--- src/rtl/pbf_pkg.sv ---
// Shared types and constants for the periodic box fold / minimum image block.
package pbf_pkg;

    // Register widths of the configuration file
    localparam int LEN_W       = 31;
    localparam int INV_W       = 49;
    localparam int CFG_DATA_W  = 49;
    localparam int CFG_INDEX_W = 3;

    // Reciprocal scale: inverse = 2^48 / length
    localparam int RECIP_SHIFT = 48;
    localparam logic [RECIP_SHIFT-1:0] REM_HALF = {1'b1, {(RECIP_SHIFT-1){1'b0}}};

    // Split of the reciprocal for the first multiplier
    localparam int INV_LO_W = 25;
    localparam int INV_HI_W = INV_W - INV_LO_W;

    // Wrap width of the remainder arithmetic
    localparam int WIDE_W = 64;

    // Lane pipeline depth
    localparam int NUM_STAGES = 10;

    // Reset values of the box registers
    localparam logic [LEN_W-1:0] LEN_RESET = LEN_W'(65536);
    localparam logic [INV_W-1:0] INV_RESET = INV_W'(64'h1_0000_0000);

    // Register indexes
    localparam logic [CFG_INDEX_W-1:0] REG_LEN_X = 3'd0;
    localparam logic [CFG_INDEX_W-1:0] REG_LEN_Y = 3'd1;
    localparam logic [CFG_INDEX_W-1:0] REG_LEN_Z = 3'd2;
    localparam logic [CFG_INDEX_W-1:0] REG_INV_X = 3'd3;
    localparam logic [CFG_INDEX_W-1:0] REG_INV_Y = 3'd4;
    localparam logic [CFG_INDEX_W-1:0] REG_INV_Z = 3'd5;

    // Operation codes
    localparam logic OP_FOLD  = 1'b0;
    localparam logic OP_IMAGE = 1'b1;

    // Per-stage load strobes from the pipeline control to the lanes
    typedef struct packed {
        logic [NUM_STAGES-1:0] load;
    } stage_ctl_t;

endpackage

--- src/rtl/pbf_pipe_ctrl.sv ---
// Valid tracking and per-stage advance control for the lane pipeline.
module pbf_pipe_ctrl (
    input  logic                aclk,
    input  logic                aresetn,
    input  logic                in_valid,
    output logic                in_ready,
    output logic                out_valid,
    input  logic                out_ready,
    output pbf_pkg::stage_ctl_t ctl
);

    localparam int N = pbf_pkg::NUM_STAGES;

    logic [N-1:0] valid_reg;
    logic [N-1:0] valid_next;
    logic [N-1:0] ready;

    // A stage may take new data when it is empty or its content moves on
    always_comb begin
        ready[N-1] = !valid_reg[N-1] || out_ready;
        for (int i = N - 2; i >= 0; i--) begin
            ready[i] = !valid_reg[i] || ready[i+1];
        end
    end

    always_comb begin
        valid_next[0] = ready[0] ? in_valid : valid_reg[0];
        for (int i = 1; i < N; i++) begin
            valid_next[i] = ready[i] ? valid_reg[i-1] : valid_reg[i];
        end
    end

    always_ff @(posedge aclk) begin
        if (!aresetn) begin
            valid_reg <= '0;
        end else begin
            valid_reg <= valid_next;
        end
    end

    assign ctl.load  = ready;
    assign in_ready  = ready[0];
    assign out_valid = valid_reg[N-1];

endmodule

--- config.mk ---
export PLATFORM = sky130hd
export DESIGN_NAME = pbf_pipe_ctrl
export DESIGN_NICKNAME = d
export VERILOG_FILES = /design/src/rtl/pbf_pkg.sv /design/src/rtl/pbf_pipe_ctrl.sv
export SDC_FILE = /design/constraint.sdc
export NUM_CORES = 1
export LEC_CHECK = 0
export CAP_MARGIN = 10
export CORE_AREA = 2 2 39 41
export DETAILED_ROUTE_END_ITERATION = 7
export DIE_AREA = 0 0 41 43
export DONT_BUFFER_PORTS = 1
export PLACE_DENSITY = 0.48
export SYNTH_ARGS = -nofsm -noshare
export SYNTH_HDL_FRONTEND = slang
export SYNTH_SLANG_ARGS = --single-unit
--- constraint.sdc ---
create_clock -name aclk -period 2.86 [get_ports aclk]
set_input_delay 0.429 -clock aclk [delete_from_list [all_inputs] [get_ports aclk]]
set_output_delay 0.429 -clock aclk [all_outputs]
set_load 0.01 [all_outputs]
After elaboration in Yosys (flattened, before gate mapping)
Cells that the tools add are included.
{ "op_classes": {"reduce_logical": 20} }
{ "op_table": {"columns": ["op", "n"], "rows": [
  ["1-bit zero test", 10],
  ["1-bit logical OR", 10]
]} }
{ "word_totals": {"elab_cells": 30, "reg_bits": 10, "out_inout_bits": 12} }

Depth between registers and ports, before layout
{ "depth": {"depth_word": 11, "depth_mapped": 5, "ltp_nobuf": 5} }

Worst setup path after synthesis
OpenSTA, ideal clock, no wires.
{ "synth_timing": {"path_kind": "input -> output", "from": "input out_ready", "to": "output ctl[0] in the netlist's numbering", "t_arrival_ns": 1.283, "n_path_buf": 1, "required_ns": 2.431, "stages": 4, "slack_ns": 1.148, "path_cell_list": "and4b_1 and3_4 nand4_1 buf_4"} }
{ "synth_between": {"elab_chain_cells": 10} }
{ "synth_rtl": {"columns": ["element", "line_no", "rtl"], "rows": [
  ["start, declared", "pbf_pipe_ctrl.sv:8", "input logic out_ready,"],
  ["1-bit logical OR", "pbf_pipe_ctrl.sv:20", "ready[N-1] = !valid_reg[N-1] || out_ready;"],
  ["1-bit logical OR (9 in a row)", "pbf_pipe_ctrl.sv:22", "ready[i] = !valid_reg[i] || ready[i+1];"],
  ["end, declared", "pbf_pipe_ctrl.sv:9", "output pbf_pkg::stage_ctl_t ctl"]
]} }
Every way passes these cells.

Final worst setup path
{ "layout_timing": {"from": "register valid_reg[9]", "to": "output ctl[0] in the netlist's numbering"} }
{ "layout_between": {"elab_chain_cells": 11} }
{ "layout_rtl": {"columns": ["element", "line_no", "rtl"], "rows": [
  ["start, declared", "pbf_pipe_ctrl.sv:14", "logic [N-1:0] valid_reg;"],
  ["start signal, assigned", "pbf_pipe_ctrl.sv:37", "valid_reg <= valid_next;"],
  ["1-bit zero test", "pbf_pipe_ctrl.sv:20", null],
  ["1-bit logical OR", "pbf_pipe_ctrl.sv:20", null],
  ["1-bit logical OR (9 in a row)", "pbf_pipe_ctrl.sv:22", null]
]} }
Every way passes these cells.

==> impl_results.md <==
- Mapped Nets: between 50 and 60
- Register bit total from synthesis: 10
- Slew HR: between 80 and 90%
- Nets: between 50 and 60
- Total global-route track usage: 10.79%
- Initial Utilization: 30.74%
- Xor/xnor share of the synthesized area: 0%
- Worst Path Required: 2430 ps
- Resized cells post-CTS: 0
- Pin count of the biggest net entering global routing: 16
- Post-synthesis mux area share: 0%
- CP Cell Sequence: and4b_1, and3_4, nand4_1
- Top cell type's share of synthesized area: between 40% and 50%
- # port buffers: 0
- CP Max Fanout: 5
- Post-Syn Area: approximately 430 um2
- CTS tree: done
- Comb power frac: ~1.2%
- Part of the power in registers: a little over half
- Outcome: complete, no violations
- Max-Cap Viols: 0
- Sink Count: 10
- CP arrival: between 1000 and 1500 ps
- Hold crit path type: in2reg
- Core area: 1384 um2
- Final wirelength: around 760 um
- H-tree depth: 1
- Synth Area in Adders: 0%
- Pwr Density: roughly 580 nW/um2
- Drt first pass iters: 3
- P_sw: between 50 and 60 uW
- RR Startpoint: valid_reg[9]
- Fin crit period: approximately 1800 ps
- Share of total power in the clock network: between 40% and 50%
- Number of global-route vias before repair: 285
- Antenna violations before repair: 0
- Leak: approximately 0.00015 uW
- WHS Path Cells: 2
- Post-CTS Setup Bufs: 0
- Via count: around 330
- Drt initial violations: 7
- Count of synthesis-stage warnings from yosys: 0
- Setup Viol. Count Final: 0
- Int Power: ~220 uW
- # DRC: 0
- Chip Width: between 40 and 50 um
- First-pass GRT wire length: about 1200 um
- Hold Path Sink: valid_reg[0]
- Slowest-stage cell, CP: dfxtp_1
- Hold Crit Start: in_valid
- Clk root buf: clkbuf_4
- DP Area: roughly 430 um2
- WS Path Type: reg2out
- Setup TNS: 0 ps
- RR Endpoint: valid_reg[0]
- Net Sw Frac: 19.31%
- Compound-Gate Fraction of Synth Area: around 17%
- Die H: ~43 um
- Max IR drop VDD: 0.2462 mV
- Synth-to-Final Area Change: 10.59%
- Top cells by area, synth: dfxtp_1 47%, nand2_1 8.8%, o21ai_2 6.2%
- Die area: 1763 um2
- Worst Skew: 2.027 ps
- Worst Reg-to-Reg Cells: 4
- Clk buf depth: 2
- Final instance area: 470.5 um2
- Final worst path period share: ~65%
- Worst Setup End Kind: primary output
- Largest family of logic cells by synthesized area: simple AND/OR/NAND/NOR gates
- R2R Setup Slk: roughly 1700 ps
- Fin. Hold Viols: 0
- CTS Hold Bufs: 0
- Clk pin slew, worst setup/hold paths: approximately 70 ps
- FMAX: ~540 MHz
- Slew Viols, Final: 0
- Largest register FFs: 10
- Max stage delay on crit path: between 300 and 400 ps
- Ant. Diodes: 0
- Synth cell types: 19
- Clock latency on the worst-skew pair: about 260 ps
- RePlAce Congestion: 0.5743
- Post-synthesis sequential area ratio: between 40% and 50%
- Gate count of the mapped netlist: between 40 and 50
- Worst Tran Pin Value: around 270 ps
- Area share of and/or/nand/nor cells after synthesis: 28.53%
- Avg Cell Area, Syn: roughly 8.7 um2
- Gr ovfl total: 0
- Clock buffer count from CTS: 3
- Average wire per standard cell: ~11 um
- Vias per cell: ~5
- I/O pin count: 16
- # rows: 14
- Critical path startpoint category: register
- Antenna Nets Post-Route: 0
- Area leader, netlist: dfxtp_1
- Post-DP HPWL: around 550 um
- Fin util: 34.00%
- Layout cells sized above 1: between 20% and 30%
- RSZ-0062 raised after global routing: no
-- cell families (layout without fill, tap and decap cells) --
family	Yosys count	count (layout)
AO/OA/AOI/OAI	10	10
AND/OR/NAND/NOR	22	22
buffers and inverters	7	9
flip-flops	10	10
-- power by group through the flow --
stage | Clock [uW] | Sequential (uW) | Combinational [uW]
global route | 140 | 144 | 3.78
floorplan | 0 | 146 | 4.77
global placement | 0 | 147 | 3.39
CTS | 132 | 144 | 3.48
finish | 126 | 144 | 3.41
detailed placement | 0 | 147 | 3.40
-- placed cells by master, fill, tap and decap left out --
cell type	synthesis	final
and4b_1	1	1
clkbuf_8	0	1
clkbuf_4	0	3
dfxtp_1	10	10
inv_2	2	2
and3_1	1	1
inv_1	2	2
nand3_1	4	4
a21boi_1	1	1
o21a_1	3	3
a21oi_1	1	1
o21ai_2	3	3
nand4_1	2	2
and3_4	1	1
nor2b_1	2	2
nand2_1	10	10
nor2_4	1	1
inv_4	1	1
o21ai_1	2	2
-- cell type report --
type                    instances  area (um2)
clock buffers                   4       36.28
well taps                      16       20.02
fillers                       150       913.4
inverters                       5       21.27
multi-input cells              32       192.7
flip-flops and latches         10       200.2
-- critical path, delay by kind of cell, from the launching register on --
kind,cells,cell delay (ps)
DFF,1,390
and+or+nand+nor,3,770
-- metrics by stage --
step / instances / hold WS, ps / power, uW / setup WS [ps]
floorplan: 49 / 421.1 / 151.1 / 1148
global placement: 63 / 442.6 / 150.5 / 1245
detailed placement: 63 / 436.2 / 150.4 / 1229
CTS: 67 / 268.7 / 279.2 / 992.5
global route: 67 / 271.1 / 287.7 / 950.1
finish: 67 / 278.9 / 273.7 / 1012
-- routing by layer --
| layer | GRT usage (%) | vias up | wire, um |
|---|---|---|---|
| met3 | 3.665 | 2 | 57 |
| met5 | 0 | - | 0 |
| met1 | 14.33 | 148 | 368 |
| li1 | - | 169 | - |
| met2 | 12.81 | 8 | 321 |
| met4 | 10.00 | 0 | 10 |
-- worst max path at each step --
stage	cells past startpoint	to	start	slack (ps)
floorplan	4	ctl[0]	out_ready	1150
global placement	3	ctl[0]	out_ready	1240
detailed placement	3	ctl[0]	out_ready	1230
CTS	3	ctl[0]	valid_reg[9]	990
global route	3	ctl[0]	valid_reg[9]	950
finish	3	ctl[0]	valid_reg[9]	1010
-- Yosys cell counts --
| library cell | instances |
|---|---|
| and3_1 | 1 |
| inv_4 | 1 |
| a21oi_1 | 1 |
| buf_4 | 1 |
| nand3_1 | 4 |
| a21boi_1 | 1 |
| and3_4 | 1 |
| inv_2 | 2 |
| dfxtp_1 | 10 |
| o21ai_2 | 3 |
| nand2_1 | 10 |
| and4b_1 | 1 |
| inv_1 | 2 |
| nor2_4 | 1 |
| o21ai_1 | 2 |
| o21a_1 | 3 |
| nor2b_1 | 2 |
| nand4_1 | 2 |
| clkbuf_1 | 1 |
Note: power is estimated with default switching activity, not from simulation.
